**src/rtl/ovle_pkg.sv**
```systemverilog
// shared constants and request and status codes of the ordered value list engine
package ovle_pkg;

	localparam int CAPACITY_DEF = 16;
	localparam int WORD_W = 32;

	localparam logic [1:0] REQ_INSERT  = 2'd0;
	localparam logic [1:0] REQ_DELETE  = 2'd1;
	localparam logic [1:0] REQ_REVERSE = 2'd2;
	localparam logic [1:0] REQ_READOUT = 2'd3;

	localparam logic [1:0] STAT_DONE = 2'd0;
	localparam logic [1:0] STAT_FULL = 2'd1;
	localparam logic [1:0] STAT_MISS = 2'd2;

endpackage

```
**src/rtl/ordered_value_list_engine.sv**
```systemverilog
// ordered value list engine: bounded list store with insert, delete, reverse and readout
// insert and delete search the entries, then move the ones behind the hit; reverse swaps
// pairs from both ends inward; readout gives one result per cycle. one request at a time,
// busy is high until the last result; the single store port (one read, one write per cycle)
// sets the pace of each request.
// reset empties the list; store contents are not cleared. the receiver cannot stall.
module ordered_value_list_engine #(
	parameter int CAPACITY = ovle_pkg::CAPACITY_DEF
) (
	input  logic                                 clk,
	input  logic                                 arst_n,
	input  logic                                 start,
	output logic                                 busy,
	input  logic [1:0]                           req_type,
	input  logic signed [ovle_pkg::WORD_W-1:0]   match_key,
	input  logic signed [ovle_pkg::WORD_W-1:0]   new_value,
	output logic                                 result_valid,
	output logic signed [ovle_pkg::WORD_W-1:0]   item_value,
	output logic                                 has_value,
	output logic [1:0]                           status,
	output logic                                 last
);

	localparam int AW = $clog2(CAPACITY);
	localparam int CW = $clog2(CAPACITY + 1);
	localparam int DW = ovle_pkg::WORD_W;
	localparam logic [CW-1:0] ONE_C = CW'(1);
	localparam logic [CW-1:0] CAP_C = CW'(CAPACITY);

	typedef enum logic [3:0] {
		ST_IDLE,
		ST_SRCH,
		ST_INS_SHIFT,
		ST_DEL_SHIFT,
		ST_REV_RLO,
		ST_REV_RHI,
		ST_REV_WLO,
		ST_REV_WHI,
		ST_READ
	} state_t;

	state_t          state_q;
	logic [1:0]      req_q;
	logic [DW-1:0]   key_q;
	logic [DW-1:0]   val_q;
	logic [CW-1:0]   count_q;
	logic [CW-1:0]   idx_q;
	logic [CW-1:0]   rem_q;
	logic [CW-1:0]   pos_q;
	logic [CW-1:0]   lo_q;
	logic [CW-1:0]   hi_q;
	logic [AW-1:0]   addr_s1;
	logic            pend_s1;
	logic [DW-1:0]   tmp_q;
	logic [DW-1:0]   rdata_q;
	logic [DW-1:0]   mem_q [CAPACITY];

	logic            result_valid_q;
	logic [DW-1:0]   item_value_q;
	logic            has_value_q;
	logic [1:0]      status_q;
	logic            last_q;

	logic            rd_en;
	logic [AW-1:0]   raddr;
	logic            we;
	logic [AW-1:0]   waddr;
	logic [DW-1:0]   wdata;
	logic            hit;
	logic            more;
	logic [CW-1:0]   hi_m1;

	assign hit   = pend_s1 && (rdata_q == key_q);
	assign more  = idx_q < count_q;
	assign hi_m1 = hi_q - ONE_C;
	assign busy  = (state_q != ST_IDLE);

	assign result_valid = result_valid_q;
	assign item_value   = item_value_q;
	assign has_value    = has_value_q;
	assign status       = status_q;
	assign last         = last_q;

	// store port control
	always_comb begin
		rd_en = 1'b0;
		raddr = '0;
		we    = 1'b0;
		waddr = '0;
		wdata = '0;
		case (state_q)
			ST_SRCH, ST_READ: begin
				rd_en = more;
				raddr = idx_q[AW-1:0];
			end
			ST_INS_SHIFT: begin
				rd_en = (rem_q != '0);
				raddr = idx_q[AW-1:0];
				if (pend_s1) begin
					we    = 1'b1;
					waddr = AW'(addr_s1 + AW'(1));
					wdata = rdata_q;
				end else if (rem_q == '0) begin
					we    = 1'b1;
					waddr = pos_q[AW-1:0];
					wdata = val_q;
				end
			end
			ST_DEL_SHIFT: begin
				rd_en = (rem_q != '0);
				raddr = idx_q[AW-1:0];
				if (pend_s1) begin
					we    = 1'b1;
					waddr = AW'(addr_s1 - AW'(1));
					wdata = rdata_q;
				end
			end
			ST_REV_RLO: begin
				rd_en = (hi_q > CW'(lo_q + ONE_C));
				raddr = lo_q[AW-1:0];
			end
			ST_REV_RHI: begin
				rd_en = 1'b1;
				raddr = hi_m1[AW-1:0];
			end
			ST_REV_WLO: begin
				we    = 1'b1;
				waddr = lo_q[AW-1:0];
				wdata = rdata_q;
			end
			ST_REV_WHI: begin
				we    = 1'b1;
				waddr = hi_m1[AW-1:0];
				wdata = tmp_q;
			end
			default: begin
				rd_en = 1'b0;
			end
		endcase
	end

	always_ff @(posedge clk) begin
		if (we) begin
			mem_q[waddr] <= wdata;
		end
		if (rd_en) begin
			rdata_q <= mem_q[raddr];
		end
	end

	always_ff @(posedge clk or negedge arst_n) begin
		if (!arst_n) begin
			state_q        <= ST_IDLE;
			req_q          <= ovle_pkg::REQ_INSERT;
			key_q          <= '0;
			val_q          <= '0;
			count_q        <= '0;
			idx_q          <= '0;
			rem_q          <= '0;
			pos_q          <= '0;
			lo_q           <= '0;
			hi_q           <= '0;
			addr_s1        <= '0;
			pend_s1        <= 1'b0;
			tmp_q          <= '0;
			result_valid_q <= 1'b0;
			item_value_q   <= '0;
			has_value_q    <= 1'b0;
			status_q       <= ovle_pkg::STAT_DONE;
			last_q         <= 1'b0;
		end else begin
			result_valid_q <= 1'b0;
			case (state_q)
				ST_IDLE: begin
					if (start) begin
						req_q   <= req_type;
						key_q   <= match_key;
						val_q   <= new_value;
						idx_q   <= '0;
						pend_s1 <= 1'b0;
						lo_q    <= '0;
						hi_q    <= count_q;
						case (req_type)
							ovle_pkg::REQ_INSERT: begin
								if (count_q == CAP_C) begin
									result_valid_q <= 1'b1;
									item_value_q   <= '0;
									has_value_q    <= 1'b0;
									status_q       <= ovle_pkg::STAT_FULL;
									last_q         <= 1'b1;
								end else begin
									state_q <= ST_SRCH;
								end
							end
							ovle_pkg::REQ_DELETE: begin
								state_q <= ST_SRCH;
							end
							ovle_pkg::REQ_REVERSE: begin
								state_q <= ST_REV_RLO;
							end
							default: begin
								if (count_q == '0) begin
									result_valid_q <= 1'b1;
									item_value_q   <= '0;
									has_value_q    <= 1'b0;
									status_q       <= ovle_pkg::STAT_DONE;
									last_q         <= 1'b1;
								end else begin
									state_q <= ST_READ;
								end
							end
						endcase
					end
				end
				ST_SRCH: begin
					if (hit) begin
						pend_s1 <= 1'b0;
						if (req_q == ovle_pkg::REQ_INSERT) begin
							pos_q   <= CW'(addr_s1) + ONE_C;
							rem_q   <= count_q - (CW'(addr_s1) + ONE_C);
							idx_q   <= count_q - ONE_C;
							state_q <= ST_INS_SHIFT;
						end else begin
							rem_q   <= count_q - ONE_C - CW'(addr_s1);
							idx_q   <= CW'(addr_s1) + ONE_C;
							state_q <= ST_DEL_SHIFT;
						end
					end else if (!pend_s1 && !more) begin
						// no entry matched
						if (req_q == ovle_pkg::REQ_INSERT) begin
							pos_q   <= count_q;
							rem_q   <= '0;
							state_q <= ST_INS_SHIFT;
						end else begin
							result_valid_q <= 1'b1;
							item_value_q   <= '0;
							has_value_q    <= 1'b0;
							status_q       <= ovle_pkg::STAT_MISS;
							last_q         <= 1'b1;
							state_q        <= ST_IDLE;
						end
					end else begin
						pend_s1 <= more;
						addr_s1 <= idx_q[AW-1:0];
						if (more) begin
							idx_q <= idx_q + ONE_C;
						end
					end
				end
				ST_INS_SHIFT: begin
					// move entries up one place, top first
					pend_s1 <= (rem_q != '0);
					addr_s1 <= idx_q[AW-1:0];
					if (rem_q != '0) begin
						rem_q <= rem_q - ONE_C;
						idx_q <= idx_q - ONE_C;
					end else if (!pend_s1) begin
						count_q        <= count_q + ONE_C;
						result_valid_q <= 1'b1;
						item_value_q   <= '0;
						has_value_q    <= 1'b0;
						status_q       <= ovle_pkg::STAT_DONE;
						last_q         <= 1'b1;
						state_q        <= ST_IDLE;
					end
				end
				ST_DEL_SHIFT: begin
					// move entries down one place over the hit
					pend_s1 <= (rem_q != '0);
					addr_s1 <= idx_q[AW-1:0];
					if (rem_q != '0) begin
						rem_q <= rem_q - ONE_C;
						idx_q <= idx_q + ONE_C;
					end else if (!pend_s1) begin
						count_q        <= count_q - ONE_C;
						result_valid_q <= 1'b1;
						item_value_q   <= '0;
						has_value_q    <= 1'b0;
						status_q       <= ovle_pkg::STAT_DONE;
						last_q         <= 1'b1;
						state_q        <= ST_IDLE;
					end
				end
				ST_REV_RLO: begin
					if (hi_q > CW'(lo_q + ONE_C)) begin
						state_q <= ST_REV_RHI;
					end else begin
						result_valid_q <= 1'b1;
						item_value_q   <= '0;
						has_value_q    <= 1'b0;
						status_q       <= ovle_pkg::STAT_DONE;
						last_q         <= 1'b1;
						state_q        <= ST_IDLE;
					end
				end
				ST_REV_RHI: begin
					tmp_q   <= rdata_q;
					state_q <= ST_REV_WLO;
				end
				ST_REV_WLO: begin
					state_q <= ST_REV_WHI;
				end
				ST_REV_WHI: begin
					lo_q    <= lo_q + ONE_C;
					hi_q    <= hi_q - ONE_C;
					state_q <= ST_REV_RLO;
				end
				ST_READ: begin
					// the read of the last entry leaves more low, so pend_s1 clears by itself
					pend_s1 <= more;
					addr_s1 <= idx_q[AW-1:0];
					if (more) begin
						idx_q <= idx_q + ONE_C;
					end
					if (pend_s1) begin
						result_valid_q <= 1'b1;
						item_value_q   <= rdata_q;
						has_value_q    <= 1'b1;
						status_q       <= ovle_pkg::STAT_DONE;
						last_q         <= (CW'(addr_s1) + ONE_C == count_q);
						if (CW'(addr_s1) + ONE_C == count_q) begin
							state_q <= ST_IDLE;
						end
					end
				end
				default: begin
					state_q <= ST_IDLE;
				end
			endcase
		end
	end

endmodule

```
**config.mk**
```make
export PLATFORM = sky130hd
export DESIGN_NAME = ordered_value_list_engine
export DESIGN_NICKNAME = d
export VERILOG_FILES = /design/src/rtl/ovle_pkg.sv /design/src/rtl/ordered_value_list_engine.sv
export SDC_FILE = /design/constraint.sdc
export NUM_CORES = 1
export LEC_CHECK = 0
export BUFFER_PORTS_ARGS = -buffer_cell sky130_fd_sc_hd__buf_4
export CORE_AREA = 2 2 281 283
export DETAILED_ROUTE_END_ITERATION = 7
export DIE_AREA = 0 0 283 285
export GPL_ROUTABILITY_DRIVEN = 0
export PLACE_DENSITY = 0.61
export SLEW_MARGIN = 20
export SYNTH_ARGS = -nofsm -noshare
export SYNTH_HDL_FRONTEND = slang
export SYNTH_SLANG_ARGS = --single-unit
export TNS_END_PERCENT = 30
```
**constraint.sdc**
```tcl
create_clock -name clk -period 9.3 [get_ports clk]
set_clock_uncertainty 0.05 [all_clocks]
set_input_delay 2.325 -clock clk [delete_from_list [all_inputs] [get_ports clk]]
set_output_delay 2.325 -clock clk [all_outputs]
set_load 0.03 [all_outputs]
```
==> results of run 1 <==
-- placed cells by master, fill, tap and decap left out, types with 13 or more instances in the layout --
cell / instances
a211oi_1: 80
a211oi_2: 17
a21oi_1: 29
a221o_1: 36
a222oi_1: 32
a22o_1: 38
a31oi_1: 65
and2_0: 51
and2_1: 50
and3_1: 38
buf_4: 140
clkbuf_16: 76
clkinv_1: 17
clkinv_2: 13
dfrtp_1: 173
edfxtp_1: 544
ha_1: 32
inv_1: 63
mux2_2: 39
mux2i_1: 70
nand2_1: 526
nand3_1: 13
nand4_1: 13
nor2_1: 40
nor2_4: 18
nor3_1: 15
o21ai_0: 29
o32ai_1: 33
xnor2_1: 51
-- cells by family after synthesis --
logic type / after synthesis
adders and majority gates: 34
buffers and inverters: 207
xor gates and xnor gates: 61
DFF: 717
AOI/OAI and AO/OA: 419
muxes: 112
and+or+nand+nor: 807
-- flip-flops by register name, indices dropped and copies added (netlist names), 2 cells and up --
name,flops
pos_q,4
rdata_q,32
tmp_q,32
addr_s1,4
rem_q,5
key_q,32
req_q,2
lo_q,5
count_q,5
val_q,32
state_q,4
hi_q,5
status,2
mem_q,512
idx_q,5
item_value,32
-- final cells by class --
cell class | instances | area (µm²)
Inverter | 63 | 236
Clock buffer | 89 | 1960
Timing Repair Buffer | 144 | 1110
Sequential cell | 717 | 20700
Fill cell | 6972 | 43000
Tap cell | 1050 | 1310
Multi-Input combinational cell | 1433 | 9290
Clock inverter | 43 | 402
-- worst min-delay path, cell delays in order, from the launching register on --
cell and delay [ns]:
dfrtp_1 0.34, nand2_1 0.05, nand2_1 0.05
-- layer usage --
metal | GRT usage (%) | share of wire [%]
met1 | 27.9 | 44
met2 | 31.4 | 47
met3 | 3.22 | 7.5
met4 | 5.43 | 2.0
met5 | 0 | 0
-- power groups by stage --
stage	clock network (mW)	logic (mW)	registers [mW]
floorplan	0	1.82	4.40
global placement	0	2.65	4.47
detailed placement	0	2.70	4.48
CTS	2.97	2.71	4.42
global route	3.08	2.96	4.48
finish	2.91	2.70	4.44
-- worst min-delay path by stage --
| stage | cells after the start | end | from | slack, ns |
|---|---|---|---|---|
| 4_1_cts | 2 | tmp_q[6] | tmp_q[6] | 0.43 |
| 6_report | 2 | tmp_q[24] | tmp_q[24] | 0.43 |
| 3_5_place_dp | 2 | val_q[25] | val_q[25] | 0.41 |
| 3_3_place_gp | 2 | tmp_q[29] | tmp_q[29] | 0.41 |
| 2_1_floorplan | 2 | val_q[0] | val_q[0] | 0.39 |
| 5_1_grt | 2 | tmp_q[15] | tmp_q[15] | 0.44 |
==> flow_summary.json, run 1 <==
{
  "outcome": "finished clean",
  "dieArea_mm2": 0.0807,
  "antenna_found_initial": 0,
  "synthesis.nets": 2460,
  "tightestPinTransition_ns": 1.35,
  "buffer_ports.inserted": 106,
  "r2r-end": "mem_q[14][28]",
  "report.final.slew_viol_count": 0,
  "grt_max_degree": 193,
  "drive_above_1_share_pct": 14.0,
  "syn-instance-count": 2357,
  "final_nets": 2537,
  "grt_use_total_pct": 19.7,
  "synthArstFlopShare_pct": 24.1,
  "ys.flop_type": "edfxtp_1",
  "synth_xor_area_share_pct": 1.74,
  "routedWlPerCell_um": 22.7,
  "synth-seq-area-share_pct": 67.2,
  "yosys.area.top_type_share_pct": 53.1,
  "synth_mux_area_share_pct": 3.82,
  "num_vias": 19596,
  "fin_crit_ns": 4.67,
  "netlist_area_mm2": 0.0308,
  "endpoint": "busy",
  "r2r_start": "state_q[2]",
  "cts_setup_buffers": 0,
  "path_cells": "or2_1 -> nor3_2 -> inv_1 -> buf_4",
  "ys.warnings.count": 0,
  "placed_cell_area_mm2": 0.0326,
  "rsz0062_at_grt": "no",
  "crit_start": "state_q[1]",
  "synthAdderAreaFrac_pct": 1.43,
  "pwr-share-clk_pct": 28.9,
  "p_sw_share_pct": 33.8,
  "power_per_cell_area_mw_per_mm2": 287,
  "diodes": 0,
  "grt_pass1_wl_um": 121000,
  "start_util_pct": 39.5,
  "wl_um": 80200,
  "fin_area_mm2": 0.0350,
  "fin_cells": 3539,
  "timing.hold.ws_ns": 0.427,
  "htree_levels": 3,
  "hpwl_um": 46000,
  "clkSinkCount": 717,
  "timing.setup.tns_ns": 0,
  "place_inst": 3407,
  "die_h_um": 285,
  "final_antenna_net_count": 0,
  "cts-root-buf": "clkbuf_16",
  "post-route-drc-count": 0,
  "p_sw_mw": 3.39,
  "io_pins": 107,
  "synth.most_common_cell": "edfxtp_1",
  "synth_top_family_by_area": "simple AND/OR/NAND/NOR gates",
  "cts_tree": "yes",
  "cts_inserted_buffers": 75,
  "hold_buffers": 0,
  "ys_top_cells_by_area": "edfxtp_1, dfrtp_1, nand2_1",
  "grt_overflow_total": 0,
  "worst_ep_required_time_ns": 6.93,
  "ys_types": 77,
  "hp-class": "flip-flop to flip-flop",
  "worst-r2r-cell-count": 9,
  "grt_pass1_vias": 19188,
  "cp_slowest_stage_delay_ns": 0.57,
  "rrSetupSlack_ns": 5.07,
  "max_freq_mhz": 214,
  "clk_pin_slew_ns": 0.06,
  "drv_cap": 0,
  "min_period_over_period_pct": 50.2,
  "crit_path_max_fanout": 14,
  "critPathBufInv": 2,
  "synth-seq-cells": 717,
  "finalSetupViolCount": 0,
  "crit_family": "simple AND/OR/NAND/NOR gates",
  "end_kind": "output port",
  "firstDrtPassIters": 7,
  "synth_edf_count": 544,
  "worst_slack_ns": 4.63,
  "cellLeakagePower_nw": 13.9,
  "synth_compound_area_share_pct": 10.8,
  "cts.path.max_buffers": 3,
  "syn_to_final_growth_pct": 13.7,
  "drt_iter0_markers": 2286,
  "path_class": "flip-flop to output port",
  "ir_worst_vdd_mv": 0.191,
  "synth.avg_cell_area_um2": 13.1,
  "insertion_delay_ns": 0.62,
  "cts_resized": 0,
  "maxSlewHeadroom_pct": 10.1,
  "total_power_mw": 10.0,
  "power_frac_seq_pct": 44.2,
  "routed_via_density": 5.54,
  "crit_arrival_ns": 2.29,
  "yosysTopAreaCell": "edfxtp_1",
  "hold_viol_final": 0,
  "die_w_um": 283,
  "synth_common_cells": "edfxtp_1, nand2_1, dfrtp_1",
  "start_kind": "flip-flop",
  "rows": 103,
  "crit_slowest_cell": "dfrtp_1",
  "finalCoreUtilization_pct": 44.9,
  "cp.depth": 4,
  "dp_slack_ns": 4.78,
  "pwr-share-comb_pct": 26.9,
  "yosys.area_share.simple_pct": 11.8,
  "core_mm2": 0.0780,
  "intPower_mw": 6.65
}
(Power assumes the default switching activity.)
==> run 2: changes to the inputs <==
==> constraint.sdc (replaced) <==
create_clock -name clk -period 4.7 [get_ports clk]
set_clock_uncertainty 0.05 [all_clocks]
set_input_delay 1.175 -clock clk [delete_from_list [all_inputs] [get_ports clk]]
set_output_delay 1.175 -clock clk [all_outputs]
set_load 0.03 [all_outputs]
==> run 2 against run 1 <==
Net effect: count of clock-buffer cells in the layout grew 11; routed wire length rose by 1.5%; die area did not move; sequential share of layout area decreased by 0.67 points; total power increased by 100%; worst setup slack worse by 3.8 ns; sequential power increased by 99%; sequential cell count unchanged; utilization rose by 0.51 points; first-iteration DRC count fell by 13%; design area is 1.1% higher; critical path depth rose by 6; largest cell class unchanged.
==> flow_summary.json, run 2 (synthesis results as in run 1) <==
{
  "post-route-drc-count": 0,
  "final_antenna_net_count": 0,
  "use_met2_pct": 31.1,
  "final_nets": 2554,
  "placed_cell_area_mm2": 0.0329,
  "use_met1_pct": 27.9,
  "multi_input_area_mm2": 0.00929,
  "cts_tree": "yes",
  "start_kind": "flip-flop",
  "io_pins": 107,
  "maxSlewHeadroom_pct": 26.7,
  "min_period_over_period_pct": 81.9,
  "crit_path_max_fanout": 18,
  "start_util_pct": 39.5,
  "num_vias": 19862,
  "report.final.slew_viol_count": 0,
  "mostFrequentLayoutCell": "edfxtp_1",
  "hold_buffers": 0,
  "grt_pass1_vias": 19702,
  "outcome": "finished clean",
  "fin_area_mm2": 0.0354,
  "grt-busiest-layer": "met2",
  "diodes": 0,
  "firstDrtPassIters": 6,
  "htree_levels": 3,
  "die_w_um": 283,
  "core_mm2": 0.0780,
  "grt_use_total_pct": 20.0,
  "worst_ep_required_time_ns": 4.96,
  "crit_arrival_ns": 4.11,
  "grt_max_degree": 126,
  "top_register": "mem_q",
  "dieArea_mm2": 0.0807,
  "largest_reg_flops": 512,
  "insertion_delay_ns": 0.62,
  "tightestPinTransition_ns": 1.09,
  "clk_pin_slew_ns": 0.06,
  "timing.setup.tns_ns": 0,
  "max_freq_mhz": 260,
  "worst-r2r-cell-count": 10,
  "cts.path.max_buffers": 3,
  "fin_crit_ns": 3.85,
  "hold_depth": 2,
  "grt_overflow_total": 0,
  "cts_setup_buffers": 0,
  "clkSinkCount": 717,
  "rrSetupSlack_ns": 0.85,
  "buffer_ports.inserted": 106,
  "wl_um": 81400,
  "hpwl_um": 50600,
  "cts_resized": 0,
  "rows": 103,
  "drv_cap": 0,
  "cts-root-buf": "clkbuf_16",
  "power_per_cell_area_mw_per_mm2": 573,
  "end_kind": "flip-flop",
  "seq_area_mm2": 0.0207,
  "rsz0062_at_grt": "no",
  "nFillCells": 6851,
  "grt_pass1_wl_um": 124000,
  "hold_viol_final": 0,
  "drt_iter0_markers": 1991,
  "finalSetupViolCount": 0,
  "layout_common_cells": "edfxtp_1, nand2_1, dfrtp_1, buf_4, a211oi_1",
  "routed_via_density": 5.58,
  "cellLeakagePower_nw": 14.1,
  "die_h_um": 285,
  "finalCoreUtilization_pct": 45.4,
  "met3_usage_pct": 4.36,
  "ir_worst_vdd_mv": 0.256,
  "hp-class": "flip-flop to flip-flop",
  "cts_inserted_buffers": 74,
  "syn_to_final_growth_pct": 15.0,
  "drive_above_1_share_pct": 14.7,
  "routedWlPerCell_um": 22.9,
  "path_class": "flip-flop to flip-flop",
  "antenna_found_initial": 0
}
[run 2: cell types whose count changed in the layout (fill, tap and decap cells not counted), sizes merged]
cell / previous run / this run
buf: 144 / 162
clkinv: 33 / 22
clkinvlp: 2 / 0
clkbuf: 89 / 100
bufinv: 6 / 7
inv: 65 / 66
[run 2: stage by stage]
step                      setup WS [ns]  instances  power [mW]  hold slack (ns)
after floorplan                   0.891       2357        12.3            0.395
after global placement            0.996       3424        14.3            0.407
after detailed placement          0.958       3424        14.4            0.412
after CTS                         0.905       3556        20.3            0.428
after global routing              0.630       3557        21.2            0.447
final                             0.853       3557        20.3            0.427
[run 2: worst paths after layout]
path | endpoint | start
max in group asynchronous | pos_q[2] | arst_n
worst max-delay path | mem_q[9][10] | rem_q[0]
worst min-delay path | tmp_q[31] | tmp_q[31]
min in group asynchronous | idx_q[1] | arst_n
worst max register to register | mem_q[9][10] | rem_q[0]
worst min register to register | tmp_q[31] | tmp_q[31]
[run 2: worst max-delay path, stage by stage, from the launching register on]
cell and delay, ns:
dfrtp_1 0.40, inv_1 0.13, ha_1 0.15, or4b_1 0.66, nor2_1 0.23, and3_1 0.18
a21oi_1 0.06, o21ai_0 0.39, nand2_1 0.34, nor2_4 0.65, buf_4 0.30
[run 2: layout make-up]
| cell class | instances | share of cell area [%] |
|---|---|---|
| repair buffers | 162 | 4.07 |
| clock inverters | 32 | 1.09 |
| clock buffers | 100 | 5.79 |
| multi-input cells | 1433 | 26.2 |
| flip-flops and latches | 717 | 58.4 |
| inverters | 63 | 0.668 |
| well taps | 1050 | 3.71 |
[run 2: metal layers]
layer,vias up,routed length [µm]
li1,8889,-
met1,10028,35200
met2,831,37300
met3,114,6960
met4,0,1880
met5,-,0
[run 2: power breakdown]
group / switching (mW) / internal (mW) / total, mW
combinational: 3.44 / 2.05 / 5.50
sequential: 0.960 / 7.87 / 8.83
clock: 2.47 / 3.47 / 5.93
total: 6.87 / 13.4 / 20.3
==> run 3: changes to the inputs <==
==> constraint.sdc (replaced) <==
create_clock -name clk -period 4.05 [get_ports clk]
set_clock_uncertainty 0.05 [all_clocks]
set_input_delay 1.0125 -clock clk [delete_from_list [all_inputs] [get_ports clk]]
set_output_delay 1.0125 -clock clk [all_outputs]
set_load 0.03 [all_outputs]
==> run 3 against run 2 <==
Net effect: non-clock buffer count increased by 18; routed wire length shrank 4.0%; design area unchanged; sequential power is 16% higher; clock power rose by 7.1%; sequential share of layout area stayed put; worst hold slack worse by 0.11 ns; via count fell by 1.2%.
==> flow_summary.json, run 3 (synthesis results as in run 1) <==
{
  "largest_reg_flops": 512,
  "hold_buffers": 0,
  "placed_cell_area_mm2": 0.0332,
  "timing.setup.tns_ns": 0,
  "grt_max_degree": 70,
  "rows": 103,
  "power_frac_seq_pct": 44.3,
  "crit_arrival_ns": 4.04,
  "rsz0062_at_grt": "no",
  "cts_setup_buffers": 0,
  "nFillCells": 6888,
  "tightestPinTransition_ns": 0.915,
  "num_vias": 19622,
  "intPower_mw": 15.1,
  "layout_common_cells": "edfxtp_1, nand2_1, dfrtp_1, buf_4, a211oi_1",
  "mostFrequentLayoutCell": "edfxtp_1",
  "worst_slack_ns": 0.444,
  "clk_pin_slew_ns": 0.06,
  "crit_slowest_cell": "o21ai_4",
  "report.final.slew_viol_count": 0,
  "pwr-share-clk_pct": 27.6,
  "cts_inserted_buffers": 73,
  "fin_area_mm2": 0.0354,
  "top_register": "mem_q",
  "hold_viol_final": 0,
  "timing.hold.ws_ns": 0.314,
  "diodes": 0,
  "post-route-drc-count": 0,
  "grt_pass1_wl_um": 119000,
  "antenna_found_initial": 2,
  "crit_top_cell": "buf_4",
  "min_period_over_period_pct": 89.0,
  "maxSlewHeadroom_pct": 38.6,
  "crit_path_max_fanout": 19,
  "dp_slack_ns": 0.528,
  "drive_above_1_share_pct": 15.0,
  "path_cells": "nor2b_1 -> a32oi_2 -> o21ai_4 -> buf_4 -> buf_12 -> buf_4 -> nand2_1 -> a31oi_1 -> a221o_1",
  "grt_use_total_pct": 19.1,
  "cts.path.max_buffers": 3,
  "finalSetupViolCount": 0,
  "total_power_mw": 23.0,
  "routedWlPerCell_um": 21.9,
  "cts_tree": "yes",
  "clkSinkCount": 717,
  "drv_cap": 0,
  "firstDrtPassIters": 6,
  "buffer_ports.inserted": 106,
  "routed_via_density": 5.49,
  "insertion_delay_ns": 0.62,
  "worst_ep_required_time_ns": 4.48,
  "power_per_cell_area_mw_per_mm2": 649,
  "cp_slowest_stage_delay_ns": 0.73,
  "rrSetupSlack_ns": 0.44,
  "start_kind": "flip-flop",
  "final_nets": 2571,
  "core_mm2": 0.0780,
  "io_pins": 107,
  "drt_iter0_markers": 2066,
  "grt_overflow_total": 0,
  "cts-root-buf": "clkbuf_16",
  "die_h_um": 285,
  "fin_crit_ns": 3.61,
  "path_class": "flip-flop to flip-flop",
  "die_w_um": 283,
  "dieArea_mm2": 0.0807,
  "outcome": "finished clean",
  "ir_worst_vdd_mv": 0.241,
  "wl_um": 78100,
  "cts_resized": 0,
  "max_freq_mhz": 277,
  "htree_levels": 3,
  "syn_to_final_growth_pct": 15.0,
  "end_kind": "flip-flop",
  "hpwl_um": 49100,
  "hp-class": "primary input to asynchronous set/reset pin",
  "p_sw_mw": 7.83,
  "p_sw_share_pct": 34.1,
  "pwr-share-comb_pct": 28.1,
  "grt_pass1_vias": 19645,
  "cellLeakagePower_nw": 14.1,
  "start_util_pct": 39.5,
  "final_antenna_net_count": 0
}
[run 3: changes by cell type in the layout (fill, tap and decap cells not counted), sizes merged]
cell	previous run	this run
buf	162	180
clkbuf	100	94
clkinv	22	28
bufinv	7	3
clkinvlp	0	2
inv	66	64
[run 3: critical path, delay by kind of cell (launching register included)]
kind,cells,cell delay (ns)
compound gates,4,1.51
simple gates,2,0.58
flops,1,0.70
buf+inv,3,0.63
[run 3: stage by stage]
step	instances	utilization, %
final	3571	45.4
after global routing	3571	45.4
after CTS	3571	45.4
after detailed placement	3443	42.5
after global placement	3443	42.5
after floorplan	2357	-
[run 3: final timing paths]
| path | startpoint | to | cells after the start |
|---|---|---|---|
| worst max-delay path | state_q[2] | rdata_q[19] | 9 |
| worst min-delay path | arst_n | idx_q[2] | 1 |
| worst max register to register | state_q[2] | rdata_q[19] | 9 |
| worst min register to register | tmp_q[6] | tmp_q[6] | 2 |
| max in group asynchronous | arst_n | key_q[23] | 2 |
| min in group clk | tmp_q[6] | tmp_q[6] | 2 |
[run 3: layer usage]
layer / up-vias / track usage [%] / part of all wire [%]
li1: 8909 / - / -
met5: - / 0 / 0.015
met3: 108 / 3.03 / 6.8
met1: 9901 / 26.8 / 44
met4: 2 / 5.48 / 2.0
met2: 702 / 30.7 / 47
[run 3: power by group through the flow]
stage | clock network [mW] | registers (mW) | logic (mW)
2_1_floorplan | 0 | 10.1 | 4.18
3_3_place_gp | 0 | 10.2 | 6.32
3_5_place_dp | 0 | 10.3 | 6.46
4_1_cts | 6.48 | 10.1 | 6.49
5_1_grt | 6.75 | 10.3 | 7.04
6_report | 6.35 | 10.2 | 6.46
[run 3: area by class of cell]
cell class                 count  area (µm²)  share of cell area, %
inverter                      63         236                  0.668
tap                         1050        1310                   3.71
clock buffer                  94        1930                   5.44
clock inverter                34         295                  0.835
multi-input combinational   1433        9290                   26.2
timing repair buffer         180        1660                   4.68
sequential                   717       20700                   58.4
